File: src/rtl/core/sst_pkg.sv
package sst_pkg;

  localparam int ID_W   = 16;
  localparam int SIZE_W = 8;
  localparam int HELD_W = 5;

  localparam logic CMD_INSERT = 1'b0;
  localparam logic CMD_DELETE = 1'b1;

  typedef enum logic [1:0] {
    STAT_OK       = 2'd0,
    STAT_BUSY     = 2'd1,
    STAT_NOTFOUND = 2'd2,
    STAT_FULL     = 2'd3
  } status_t;

  typedef struct packed {
    logic [ID_W-1:0]   id;
    logic [SIZE_W-1:0] size;
    logic              busy;
  } entry_t;

  typedef enum logic [2:0] {
    S_IDLE,
    S_INS_RD,
    S_INS_CMP,
    S_DEL_RD,
    S_DEL_CMP,
    S_SH_RD,
    S_SH_WR,
    S_RESULT
  } state_t;

endpackage

File: src/rtl/core/sst_ram.sv
module sst_ram #(
  parameter int WIDTH = 25,
  parameter int DEPTH = 16
) (
  input  logic                     clk,
  input  logic                     wr_en,
  input  logic [$clog2(DEPTH)-1:0] wr_addr,
  input  logic [WIDTH-1:0]         wr_data,
  input  logic                     rd_en,
  input  logic [$clog2(DEPTH)-1:0] rd_addr,
  output logic [WIDTH-1:0]         rd_data
);

  logic [WIDTH-1:0] mem [DEPTH];

  always_ff @(posedge clk) begin
    if (wr_en) begin
      mem[wr_addr] <= wr_data;
    end
    if (rd_en) begin
      rd_data <= mem[rd_addr];
    end
  end

endmodule

File: src/rtl/core/sorted_slot_table_top.sv
// Sorted slot table: keeps up to TABLE_DEPTH entries (id, size, busy) in
// ascending size order in a single-port-per-direction RAM. One transaction in
// gives one transaction out. Insert walks down from the tail, moving each entry
// whose size is not smaller up one slot (a read state, then a compare-and-write
// state per moved entry), then drops the new entry in, then goes to the result
// state; a full table goes straight to the result state. Delete scans up from
// slot 0 for the first matching id (giving up as not found past the last
// entry), and if that entry is free, closes the gap by moving each entry after
// it down one slot, then goes to the result state. Every step is one RAM read
// followed by one compare and one write, so the RAM read latency sets the pace.
// A new command can be taken while the previous result is still waiting on
// out_ready.
module sorted_slot_table_top #(
  parameter int TABLE_DEPTH = 16
) (
  input  logic                       clk,
  input  logic                       rst,
  input  logic                       in_valid,
  output logic                       in_ready,
  input  logic                       cmd,
  input  logic [sst_pkg::ID_W-1:0]   table_id,
  input  logic [sst_pkg::SIZE_W-1:0] slot_size,
  input  logic                       busy_flag,
  output logic                       out_valid,
  input  logic                       out_ready,
  output logic [1:0]                 status,
  output logic [sst_pkg::HELD_W-1:0] entries_held
);
  import sst_pkg::*;

  localparam int AW = $clog2(TABLE_DEPTH);
  localparam int CW = $clog2(TABLE_DEPTH + 1);
  localparam logic [CW-1:0] FULL_COUNT = CW'(TABLE_DEPTH);

  state_t state, state_next;

  // command latched at accept
  logic [ID_W-1:0]   op_id;
  logic [SIZE_W-1:0] op_size;
  logic              op_busy;
  entry_t            new_entry;

  // walk index and entry count, both able to hold TABLE_DEPTH
  logic [CW-1:0] idx, idx_next;
  logic [CW-1:0] count, count_next;
  logic [CW-1:0] idx_dec, idx_inc;
  status_t       fin_status, fin_status_next;

  // output register
  status_t     res_status;
  logic [CW-1:0] res_count;

  // RAM port
  logic          rd_en, wr_en;
  logic [AW-1:0] rd_addr, wr_addr;
  entry_t        rd_data, wr_data;

  logic in_fire, out_load;

  assign in_fire   = in_valid && in_ready;
  assign in_ready  = (state == S_IDLE);
  assign out_load  = (state == S_RESULT) && (!out_valid || out_ready);
  assign idx_dec   = idx - 1'b1;
  assign idx_inc   = idx + 1'b1;
  assign new_entry = '{id: op_id, size: op_size, busy: op_busy};

  assign status       = res_status;
  assign entries_held = HELD_W'(res_count);

  sst_ram #(
    .WIDTH ($bits(entry_t)),
    .DEPTH (TABLE_DEPTH)
  ) u_ram (
    .clk     (clk),
    .wr_en   (wr_en),
    .wr_addr (wr_addr),
    .wr_data (wr_data),
    .rd_en   (rd_en),
    .rd_addr (rd_addr),
    .rd_data (rd_data)
  );

  // next state
  always_comb begin
    state_next = state;
    unique case (state)
      S_IDLE: begin
        if (in_fire) begin
          if (cmd == CMD_INSERT) begin
            state_next = (count == FULL_COUNT) ? S_RESULT : S_INS_RD;
          end else begin
            state_next = S_DEL_RD;
          end
        end
      end
      S_INS_RD:  state_next = (idx == '0) ? S_RESULT : S_INS_CMP;
      S_INS_CMP: state_next = (rd_data.size >= op_size) ? S_INS_RD : S_RESULT;
      S_DEL_RD:  state_next = (idx == count) ? S_RESULT : S_DEL_CMP;
      S_DEL_CMP: begin
        if (rd_data.id == op_id) begin
          state_next = rd_data.busy ? S_RESULT : S_SH_RD;
        end else begin
          state_next = S_DEL_RD;
        end
      end
      S_SH_RD:   state_next = (idx_inc == count) ? S_RESULT : S_SH_WR;
      S_SH_WR:   state_next = S_SH_RD;
      S_RESULT:  state_next = out_load ? S_IDLE : S_RESULT;
      default:   state_next = S_IDLE;
    endcase
  end

  // datapath controls
  always_comb begin
    idx_next        = idx;
    count_next      = count;
    fin_status_next = fin_status;
    rd_en           = 1'b0;
    rd_addr         = idx[AW-1:0];
    wr_en           = 1'b0;
    wr_addr         = idx[AW-1:0];
    wr_data         = new_entry;
    unique case (state)
      S_IDLE: begin
        if (in_fire) begin
          if (cmd == CMD_INSERT) begin
            idx_next        = count;
            fin_status_next = STAT_FULL;
          end else begin
            idx_next        = '0;
          end
        end
      end
      S_INS_RD: begin
        if (idx == '0) begin
          wr_en           = 1'b1;
          count_next      = count + 1'b1;
          fin_status_next = STAT_OK;
        end else begin
          rd_en   = 1'b1;
          rd_addr = idx_dec[AW-1:0];
        end
      end
      S_INS_CMP: begin
        wr_en = 1'b1;
        if (rd_data.size >= op_size) begin
          // move neighbor up one slot and keep walking down
          wr_data  = rd_data;
          idx_next = idx_dec;
        end else begin
          count_next      = count + 1'b1;
          fin_status_next = STAT_OK;
        end
      end
      S_DEL_RD: begin
        if (idx == count) begin
          fin_status_next = STAT_NOTFOUND;
        end else begin
          rd_en = 1'b1;
        end
      end
      S_DEL_CMP: begin
        if (rd_data.id == op_id) begin
          if (rd_data.busy) begin
            fin_status_next = STAT_BUSY;
          end
        end else begin
          idx_next = idx_inc;
        end
      end
      S_SH_RD: begin
        if (idx_inc == count) begin
          count_next      = count - 1'b1;
          fin_status_next = STAT_OK;
        end else begin
          rd_en   = 1'b1;
          rd_addr = idx_inc[AW-1:0];
        end
      end
      S_SH_WR: begin
        wr_en    = 1'b1;
        wr_data  = rd_data;
        idx_next = idx_inc;
      end
      S_RESULT: begin
      end
      default: begin
      end
    endcase
  end

  always_ff @(posedge clk) begin
    if (rst) begin
      state     <= S_IDLE;
      count     <= '0;
      out_valid <= 1'b0;
    end else begin
      state <= state_next;
      count <= count_next;
      if (out_load) begin
        out_valid <= 1'b1;
      end else if (out_ready) begin
        out_valid <= 1'b0;
      end
    end
  end

  always_ff @(posedge clk) begin
    idx        <= idx_next;
    fin_status <= fin_status_next;
    if (in_fire) begin
      op_id   <= table_id;
      op_size <= slot_size;
      op_busy <= busy_flag;
    end
    if (out_load) begin
      res_status <= fin_status;
      res_count  <= count;
    end
  end

endmodule

File: config.mk
export PLATFORM = sky130hd
export DESIGN_NAME = sorted_slot_table_top
export DESIGN_NICKNAME = d
export VERILOG_FILES = /design/src/rtl/core/sst_pkg.sv /design/src/rtl/core/sst_ram.sv /design/src/rtl/core/sorted_slot_table_top.sv
export SDC_FILE = /design/constraint.sdc
export NUM_CORES = 1
export LEC_CHECK = 0
export BUFFER_PORTS_ARGS = -buffer_cell sky130_fd_sc_hd__buf_2
export CORE_ASPECT_RATIO = 1.25
export CORE_MARGIN = 3
export CORE_UTILIZATION = 40
export DETAILED_ROUTE_END_ITERATION = 8
export GPL_TIMING_DRIVEN = 1
export PLACE_DENSITY = 0.58
export SLEW_MARGIN = 20
export SYNTH_ARGS = -nofsm -noshare
export SYNTH_HDL_FRONTEND = slang
export SYNTH_SLANG_ARGS = --single-unit
File: constraint.sdc
create_clock -name clk -period 12.2 [get_ports clk]
set_clock_uncertainty 0.2 [all_clocks]
set_input_delay 0.61 -clock clk [delete_from_list [all_inputs] [get_ports clk]]
set_output_delay 0.61 -clock clk [all_outputs]
set_load 0.03 [all_outputs]
## Word-level counts from Yosys, hierarchy flattened

Memory sizes are Yosys's and may differ from the RTL's. A register that Yosys moved wholly into a read port is not among the register bits.
Cells that the tools add are included.

- Eq/ne operators: 21
- Order comparisons: 1
- Add/sub/neg operators: 4
- Reductions and logical operators: 14
- Mux-type cells: 44

Operators with widths:

| kind | number |
|---|---|
| $pmux 25 s2 | 1 |
| $mux 5 | 7 |
| $mux 25 | 1 |
| $pmux 3 s8 | 1 |
| $mux 3 | 7 |
| $mux 2 | 10 |
| $pmux 5 s4 | 1 |
| $eq 16x16->1 | 1 |
| $ne 2x2->1 const B | 8 |
| $pmux 5 s3 | 1 |
| $eq 3x3->1 const B | 4 |
| $pmux 2 s6 | 1 |
| $add 5x1->5 const B | 2 |
| $eq 5x5->1 | 2 |
| $sub 5x1->5 const B | 2 |
| $mux 1 | 9 |
| $reduce_and 9->1 | 1 |
| $ge 8x8->1 | 1 |
| $mux 4 | 2 |
| $pmux 4 s2 | 1 |
| $reduce_and 4->1 | 2 |
| $eq 3x2->1 const B | 2 |
| $reduce_bool 6->1 | 1 |
| $eq 5x5->1 const B | 1 |
| other kinds (13) | 15 |

- Output and inout bits: 9
- Memories kept: 1
- Register bits after elaboration: 48
- Memory bits (writable): 400

Memory list:

| name | depth | width | rd ports | clocked after Yosys merged registers in | wr ports | line | RTL |
|---|---|---|---|---|---|---|---|
| u_ram.mem | 16 | 25 | 1 | 1 | 1 | sst_ram.sv:14 | `logic [WIDTH-1:0] mem [DEPTH];` |

## Depth between registers and ports, before layout

Gate-level depths: netlist of run 1.

- Depth after elaboration: 5
- Depth in mapped cells: 16

## By module

From an unflattened synthesis of run 1, not the netlist that was laid out.

- Cell total of the unflattened synthesis: 968
- Area total of the unflattened synthesis: 19,203.4 um^2

By module, submodules not included:

| module | cells each | area an instance (um^2) | instances |
|---|---|---|---|
| sst_ram | 660 | 15,801.4 | 1 |
| sorted_slot_table_top | 308 | 3,402.0 | 1 |

## Worst setup path before layout of run 1

No wires, ideal clock.

- Path type: reg2reg
- Start point: register idx[0]
- End point: memory u_ram.mem[3][0] (enable)
- Data required time: 11.562 ns
- Setup slack: 7.725 ns
- Data arrival time: 3.836 ns
- Cell stages (with the launch flop): 11
- Cells stage by stage: edfxtp_1 buf_2 inv_2 clkbuf_1 ha_1 nor4b_2 and2_1 nand2_1 nand2_1 nand2_1 nor3_1

- Longest elaborated chain between the ends: 5

Ends and longest elaborated chain:

| what | line | RTL |
|---|---|---|
| start, declared | sorted_slot_table_top.sv:44 | `logic [CW-1:0] idx, idx_next;` |
| start signal, assigned | sorted_slot_table_top.sv:209 | `idx <= idx_next;` |
| $logic_not 5->1 | sorted_slot_table_top.sv:135 | `if (idx == '0) begin` |
| $mux 1 | sorted_slot_table_top.sv:135 |  |
| $pmux 1 s2 | sorted_slot_table_top.sv:123 | `unique case (state)` |
| $mux 1 | sst_ram.sv:17 | `if (wr_en) begin` |
| $mux 1 (implied by the code) | sst_ram.sv:18 | `mem[wr_addr] <= wr_data;` |
| end, declared | sst_ram.sv:14 |  |

Several ways; a longest one is shown, not always the timed one.

## Worst setup path after layout of run 1

- Start point: register idx[0]
- End point: register u_ram.rd_data[23] (read register of u_ram.mem), data pin

- Longest elaborated chain between the ends: 4
- Elaborated cells between the ends (all ways): 12
- Those cells by class: add/sub (2); eq/ne (2); mux (7); reduce/logical (1)

Ends and longest elaborated chain:

| what | line | RTL |
|---|---|---|
| $add 5x1->5 | sorted_slot_table_top.sv:64 | `assign idx_inc = idx + 1'b1;` |
| $eq 5x5->1 | sorted_slot_table_top.sv:172 | `if (idx_inc == count) begin` |
| $mux 1 or $mux 4 (tied branches) | sorted_slot_table_top.sv:172 |  |
| $pmux 1 s3 or $pmux 4 s2 (tied branches) | sorted_slot_table_top.sv:123 |  |
| end, declared | sst_ram.sv:11 | `output logic [WIDTH-1:0] rd_data` |

Several ways; a longest one is shown, not always the timed one.
A chain may end at the register's enable or synchronous reset.

==> flow_metrics.py, run 1 <==
metrics = {
    "floorplan": {
        "dieWidth_um": 209,
        "design.die.area_um2": 54100,
        "num_rows": 92,
        "fp.dieH_um": 259,
        "io_pins": 39,
        "core_area_um2": 50600,
        "start_util_pct": 40.6,
    },
    "synthesis": {
        "synthesis.nets": 1622,
        "async_reset_ff_share_pct": 0,
        "synth-seq-area-share_pct": 68.7,
        "yosysMostFrequentCell": "edfxtp_1",
        "netlist_instances": 1575,
        "ys_top_cells_by_area": "edfxtp_1 (68%), nand2_1 (4.1%), nand3_1 (3.7%)",
        "synthTopCellsByCount": "edfxtp_1 (464), nand2_1 (223), nand3_1 (151)",
        "synth_ff_type": "edfxtp_1",
        "synth.largest_area_cell": "edfxtp_1",
        "synth_area_um2": 20500,
        "synth_area_per_cell_um2": 13.0,
        "yosysTopAreaCellShare_pct": 67.8,
        "synth_edf_count": 464,
        "synth_cell_types": 70,
        "ys_seq_elements": 473,
        "yosysWarnings": 0,
    },
    "place": {
        "dp_slack_ns": 6.67,
        "gp_congestion": 0.789,
        "dp_hpwl_um": 32300,
        "dp.cells": 2188,
        "numPortBuffers": 38,
    },
    "cts": {
        "cts_buffers": 47,
        "clk_pin_slew_ns": 0.07,
        "ctsHtreeMaxLevel": 2,
        "cts_setup_buffers": 0,
        "clock-sinks": 473,
        "cts-root-buf": "clkbuf_16",
        "cts_tree": "built",
        "clk_path_buf_depth": 3,
        "insertion_delay_ns": 0.60,
    },
    "sta": {
        "setup_viol": 0,
        "worst_pin_slew_ns": 1.03,
        "rsz0062_at_grt": "false",
        "final.min_clock_period_ns": 5.55,
        "finalSetupTns_ns": 0,
        "drv_slew": 0,
        "timing.final.ws_setup_ns": 6.65,
        "max_freq_mhz": 180,
        "timing.final.crit_share_pct": 45.5,
        "finalHoldViolCount": 0,
        "relSlewSlack_pct": 31.7,
    },
    "critical_path": {
        "endpoint_kind": "register",
        "r2r_setup_slack_ns": 6.65,
        "rr_startpoint": "idx[0]$_DFFE_PP_",
        "crit_path_start_kind": "register",
        "reg2reg_depth": 12,
        "cp_max_fo": 62,
        "required_ns": 12.47,
        "criticalPathCategory": "reg -> reg",
        "reg2reg_to": "u_ram.rd_data[23]$_DFFE_PP_",
        "cp.arrival_ns": 5.82,
    },
    "layout": {
        "final_nets": 1652,
        "antenna_cells": 0,
        "n_fill_cell": 4486,
        "fin_cells": 2299,
        "syn2layout_area_growth_pct": 13.1,
        "layout-drive-gt1-share_pct": 11.9,
    },
    "drt": {
        "wl_met3_um": 3590,
        "wirelength_um": 56900,
        "wl_met1_um": 23000,
        "first_pass_iters": 5,
        "routed.top_layer": "met4",
        "avgRoutedWirePerCell_um": 24.8,
        "met2WireLength_um": 28300,
        "vias_per_cell": 5.95,
        "drc_errors": 0,
        "dr_total_vias": 13700,
        "ant_nets": 0,
        "detail_route.iter0.violations": 1395,
    },
    "min_path": {
        "whs_path_depth": 2,
        "min_to": "count[0]$_SDFFE_PP0P_",
        "hold_path_class": "in -> reg",
        "hold_start": "rst",
    },
    "global_routing": {
        "grt_max_degree": 103,
        "grt_usage_pct": 20.7,
        "grt_overflow_total": 0,
        "first_global_vias": 13600,
        "antenna_found_initial": 0,
        "grt_pass1_wl_um": 85300,
    },
    "power_and_ir_drop": {
        "leakage_uw": 0.00779,
        "peakVddDrop_v": 0.000310,
        "power.density_nw_per_um2": 279,
    },
    "run": {
        "drv_cap": 0,
    },
    "run_status": {
        "status": "finished, final reports clean",
    },
}
-- critical path: stages, from the launching register on --
cell	delay, ns
edfxtp_1	0.32
buf_4	0.55
ha_1	0.52
o21bai_1	0.11
o2bb2ai_1	0.44
a2111o_1	0.22
buf_4	0.37
nand3_4	0.57
nand2_4	0.73
buf_4	0.62
a211oi_1	0.16
nor3b_1	0.34
a211o_1	0.15
-- power breakdown --
part           total, uW  switching (uW)  internal, uW
logic               2730            1910           819
clock network       1370             615           755
registers           2390             140          2250
-- worst max path at each step --
stage,start,endpoint,slack [ns]
floorplan,idx[0]$_DFFE_PP_,u_ram.mem[3][0]$_DFFE_PP_,7.73
finish,idx[0]$_DFFE_PP_,u_ram.rd_data[23]$_DFFE_PP_,6.65
CTS,idx[0]$_DFFE_PP_,u_ram.rd_data[23]$_DFFE_PP_,6.66
detailed placement,idx[0]$_DFFE_PP_,u_ram.rd_data[23]$_DFFE_PP_,6.67
global placement,idx[0]$_DFFE_PP_,u_ram.rd_data[23]$_DFFE_PP_,6.82
global route,idx[0]$_DFFE_PP_,u_ram.rd_data[23]$_DFFE_PP_,6.40
-- state kept, by name (all words and copies together), names as in the netlist --
signal         flops
count              5
entries_held       5
fin_status         2
idx                5
op_busy            1
op_id             16
op_size            8
out_valid          1
state              3
status             2
u_ram.mem        400
u_ram.rd_data     25
-- kinds of logic (layout without fill, tap and decap cells) --
logic type / after synthesis / after routing / share of synthesized area [%]
xor+xnor: 31 / 31 / 1.41
flops: 473 / 473 / 68.7
simple gates: 534 / 534 / 12.1
fa+ha+maj: 17 / 17 / 1.07
buf+inv: 144 / 210 / 2.82
mux: 28 / 28 / 1.51
compound gates: 348 / 348 / 12.3
-- final cells by class --
cell class	instances	area (um^2)	area share (%)
Clock buffer	59	1220	5.26
Timing Repair Buffer	106	787	3.39
Multi-Input combinational cell	958	6020	25.9
Clock inverter	26	201	0.867
Inverter	19	71.3	0.307
Tap cell	658	823	3.54
Sequential cell	473	14100	60.7
-- metrics by stage --
step	util [%]	cell area, um^2	hold slack, ns	power, uW
2_1_floorplan	-	20500	0.200	4200
3_3_place_gp	42.5	21500	0.208	5080
3_5_place_dp	42.5	21500	0.209	5130
5_1_grt	45.9	23200	0.122	6840
6_report	45.9	23200	0.138	6490
4_1_cts	45.8	23200	0.106	6510
-- timing repair --
action                    CTS  global route
hold endpoints to repair   25             0
gates resized for setup     0             0
hold buffers               25             0
-- cell usage in the layout, fill, tap and decap left out, drive strengths merged, types with 3 or more instances in the layout --
cell,Yosys,final
a22oi,26,26
and3,55,55
clkinv,0,19
nor4,4,4
edfxtp,464,464
mux2i,4,4
dfxtp,9,9
o21ai,93,93
nand2,223,223
and2,4,4
nor2b,3,3
nand2b,7,7
buf,36,81
ha,16,16
a32oi,26,26
a21o,6,6
xor2,21,21
mux2,24,24
a31oi,25,25
a311o,48,48
nor3,38,38
inv,19,22
nand3,152,152
a211o,3,3
clkbuf,89,59
nor2,37,37
dlygate4sd3,0,25
a21oi,12,12
a211oi,84,84
xnor2,10,10
-- routing by layer --
metal / up-vias / track usage (%)
met2: 502 / 35.2
met5: - / 0
met3: 124 / 3.84
li1: 6153 / -
met4: 0 / 7.69
met1: 6890 / 26.4
(Power assumes the default switching activity.)
==> run 2: changes to the inputs <==
ABC_AREA = 1   (was unset)
PLACE_DENSITY = 0.6   (was 0.58)
clock period = 4.5 ns   (was 12.2 ns; I/O delays follow)
==> flow_metrics.py, run 2 <==
metrics = {
    "layout": {
        "final_nets": 2220,
        "register_area_um2": 14100,
        "antenna_cells": 0,
        "largest_reg_flops": 400,
        "final_common_cell": "nand3_1",
        "reg.largest.list": "u_ram.mem x400, u_ram.rd_data x25, op_id x16",
        "top_register": "u_ram.mem",
        "syn2layout_area_growth_pct": 13.8,
        "n_fill_cell": 4854,
        "layout-drive-gt1-share_pct": 9.05,
        "fin_cells": 2882,
        "multiInputGateArea_um2": 5270,
        "mostFrequentLayoutCells": "nand3_1 (502), edfxtp_1 (464), inv_1 (448)",
    },
    "synthesis": {
        "synthAdderAreaFrac_pct": 1.02,
        "synthesis.nets": 2148,
        "synth_area_per_cell_um2": 10.3,
        "synth_edf_count": 464,
        "synth_xor_area_share_pct": 0.935,
        "synthTopCellsByCount": "nand3_1 (502), edfxtp_1 (464), inv_1 (448)",
        "yosysWarnings": 0,
        "synth_top_family_by_area": "simple AND/OR/NAND/NOR gates",
        "ys_top_cells_by_area": "edfxtp_1 (65%), nand3_1 (12%), inv_1 (7.8%)",
        "synthMuxAreaShare_pct": 0,
        "synth_ff_type": "edfxtp_1",
        "netlist_instances": 2101,
        "yosysMostFrequentCell": "nand3_1",
        "synth-seq-area-share_pct": 65.5,
        "synth_cell_types": 36,
        "synth_area_um2": 21500,
        "yosysTopAreaCellShare_pct": 64.7,
        "synth.largest_area_cell": "edfxtp_1",
        "synth_simple_gate_area_share_pct": 20.4,
        "ys_seq_elements": 473,
        "async_reset_ff_share_pct": 0,
        "synth_compound_area_share_pct": 1.32,
    },
    "floorplan": {
        "start_util_pct": 40.7,
        "dieWidth_um": 214,
        "fp.dieH_um": 265,
        "io_pins": 39,
        "core_area_um2": 52900,
        "num_rows": 94,
        "design.die.area_um2": 56700,
    },
    "power_and_ir_drop": {
        "peakVddDrop_v": 0.000649,
        "seqPwrFrac_pct": 36.1,
        "clockPowerShare_pct": 24.2,
        "power.density_nw_per_um2": 680,
        "p_int_uw": 10100,
        "swShare_pct": 39.5,
        "netSwitchingPower_uw": 6580,
        "p_comb_share_pct": 39.7,
        "leakage_uw": 0.0103,
    },
    "global_routing": {
        "grt_overflow_total": 0,
        "grt_usage_pct": 20.0,
        "antenna_found_initial": 0,
        "grt_pass1_wl_um": 85800,
        "first_global_vias": 14400,
        "grt_max_degree": 97,
    },
    "critical_path": {
        "crit_path_start_kind": "register",
        "crit_chain": "inv_2 -> ha_1 -> inv_1 -> nand2_1 -> nand2_1 -> nor2_1 -> nand2_1 -> nor2_1 -> nand2_1 -> nand2_4 -> o21ai_1 -> a21oi_4 -> buf_4 -> inv_2 -> buf_4 -> nand3_1 -> nand3_1 -> nand2_1",
        "crit_start": "idx[0]$_DFFE_PP_",
        "cp_common_cell": "nand2_1",
        "endpoint_kind": "register",
        "slowest_delay_ns": 0.63,
        "cpMaxStageDelayCell": "edfxtp_1",
        "cp.arrival_ns": 4.04,
        "criticalPathCategory": "reg -> reg",
        "cp_max_fo": 48,
        "rr_startpoint": "idx[0]$_DFFE_PP_",
        "required_ns": 4.64,
    },
    "drt": {
        "avgRoutedWirePerCell_um": 19.5,
        "wirelength_um": 56300,
        "vias_per_cell": 5.17,
        "detail_route.iter0.violations": 1372,
        "drc_errors": 0,
        "ant_nets": 0,
        "first_pass_iters": 5,
        "dr_total_vias": 14900,
    },
    "run": {
        "drv_cap": 0,
    },
    "cts": {
        "cts-root-buf": "clkbuf_16",
        "insertion_delay_ns": 0.60,
        "clock-sinks": 473,
        "cts.repair.resized": 0,
        "clk_pin_slew_ns": 0.06,
        "cts_tree": "built",
        "ctsHoldBuffers": 30,
        "clk_path_buf_depth": 3,
        "cts_buffers": 48,
        "cts_setup_buffers": 0,
        "ctsHtreeMaxLevel": 2,
    },
    "run_status": {
        "status": "finished, final reports clean",
    },
    "sta": {
        "worst_pin_slew_ns": 1.14,
        "final.min_clock_period_ns": 3.90,
        "max_freq_mhz": 257,
        "finalHoldViolCount": 0,
        "setup_viol": 0,
        "drv_slew": 0,
        "fin_hold_ws_ns": 0.0200,
        "relSlewSlack_pct": 24.1,
        "timing.final.crit_share_pct": 86.6,
        "timing.final.ws_setup_ns": 0.602,
        "rsz0062_at_grt": "false",
        "finalSetupTns_ns": 0,
    },
    "place": {
        "numPortBuffers": 38,
        "dp_slack_ns": 0.650,
        "gp_congestion": 0.838,
        "dp.cells": 2765,
        "dp_hpwl_um": 31100,
    },
    "min_path": {
        "hold_path_class": "in -> reg",
        "hold_start": "out_ready",
    },
}
-- run 2: changes by cell type after synthesis, sizes merged, moves of 34 or more --
cell and change:
a311o -48, and3 -55, o21ai -71, nand2 +184, a211oi -84, inv +441
buf +41, nand3 +352, nor3 -34, clkbuf -69
-- run 2: metrics by stage --
step           instance area [um^2]  power (uW)  utilization (%)
5_1_grt                       24500       17700             46.3
3_5_place_dp                  22600       12700             42.8
6_report                      24500       16700             46.3
3_3_place_gp                  22600       12600             42.8
2_1_floorplan                 21500       10700                -
4_1_cts                       24500       16700             46.3
-- run 2: worst max-delay path: cells and delay by family, from the launching register on --
| kind | cells | cell delay (ns) |
|---|---|---|
| fa+ha+maj | 1 | 0.35 |
| flops | 1 | 0.63 |
| buf+inv | 5 | 1.16 |
| compound gates | 2 | 0.36 |
| simple gates | 10 | 0.87 |
-- run 2: cell type report --
| type | instances | share of cell area, % |
|---|---|---|
| clock buffer | 60 | 5.26 |
| clock inverter | 27 | 1.17 |
| inverter | 462 | 7.08 |
| multi-input combinational | 1069 | 21.5 |
| sequential | 473 | 57.6 |
| tap | 672 | 3.43 |
| timing repair buffer | 119 | 3.97 |
-- run 2: path summary, 6_finish.rpt --
kind / slack (ns) / depth (start not counted) / end
min: 0.02 / 3 / entries_held[0]$_DFFE_PP_
min reg2reg: 0.23 / 0 / status[0]$_DFFE_PP_
max: 0.60 / 18 / u_ram.rd_data[9]$_DFFE_PP_
max reg2reg: 0.60 / 18 / u_ram.rd_data[9]$_DFFE_PP_
-- run 2: kinds of logic (layout without fill, tap and decap cells) --
group | count (synthesis) | after routing
simple gates | 980 | 980
fa+ha+maj | 17 | 17
xor+xnor | 23 | 23
compound gates | 49 | 49
buf+inv | 559 | 668
flops | 473 | 473
-- run 2: per-layer routing --
layer	vias up	part of all wire, %	GRT usage (%)
met2	626	47	32.7
met3	134	7.3	3.15
met4	0	4.1	9.22
li1	7025	-	-
met5	-	0	0
met1	7109	41	26.3
-- run 2: power by group through the flow --
stage / Combinational, uW / Sequential (uW) / Clock, uW
global placement: 6490 / 6090 / 0
global route: 7330 / 6060 / 4290
floorplan: 4680 / 5980 / 0
detailed placement: 6570 / 6100 / 0
finish: 6620 / 6020 / 4030
CTS: 6620 / 6010 / 4110
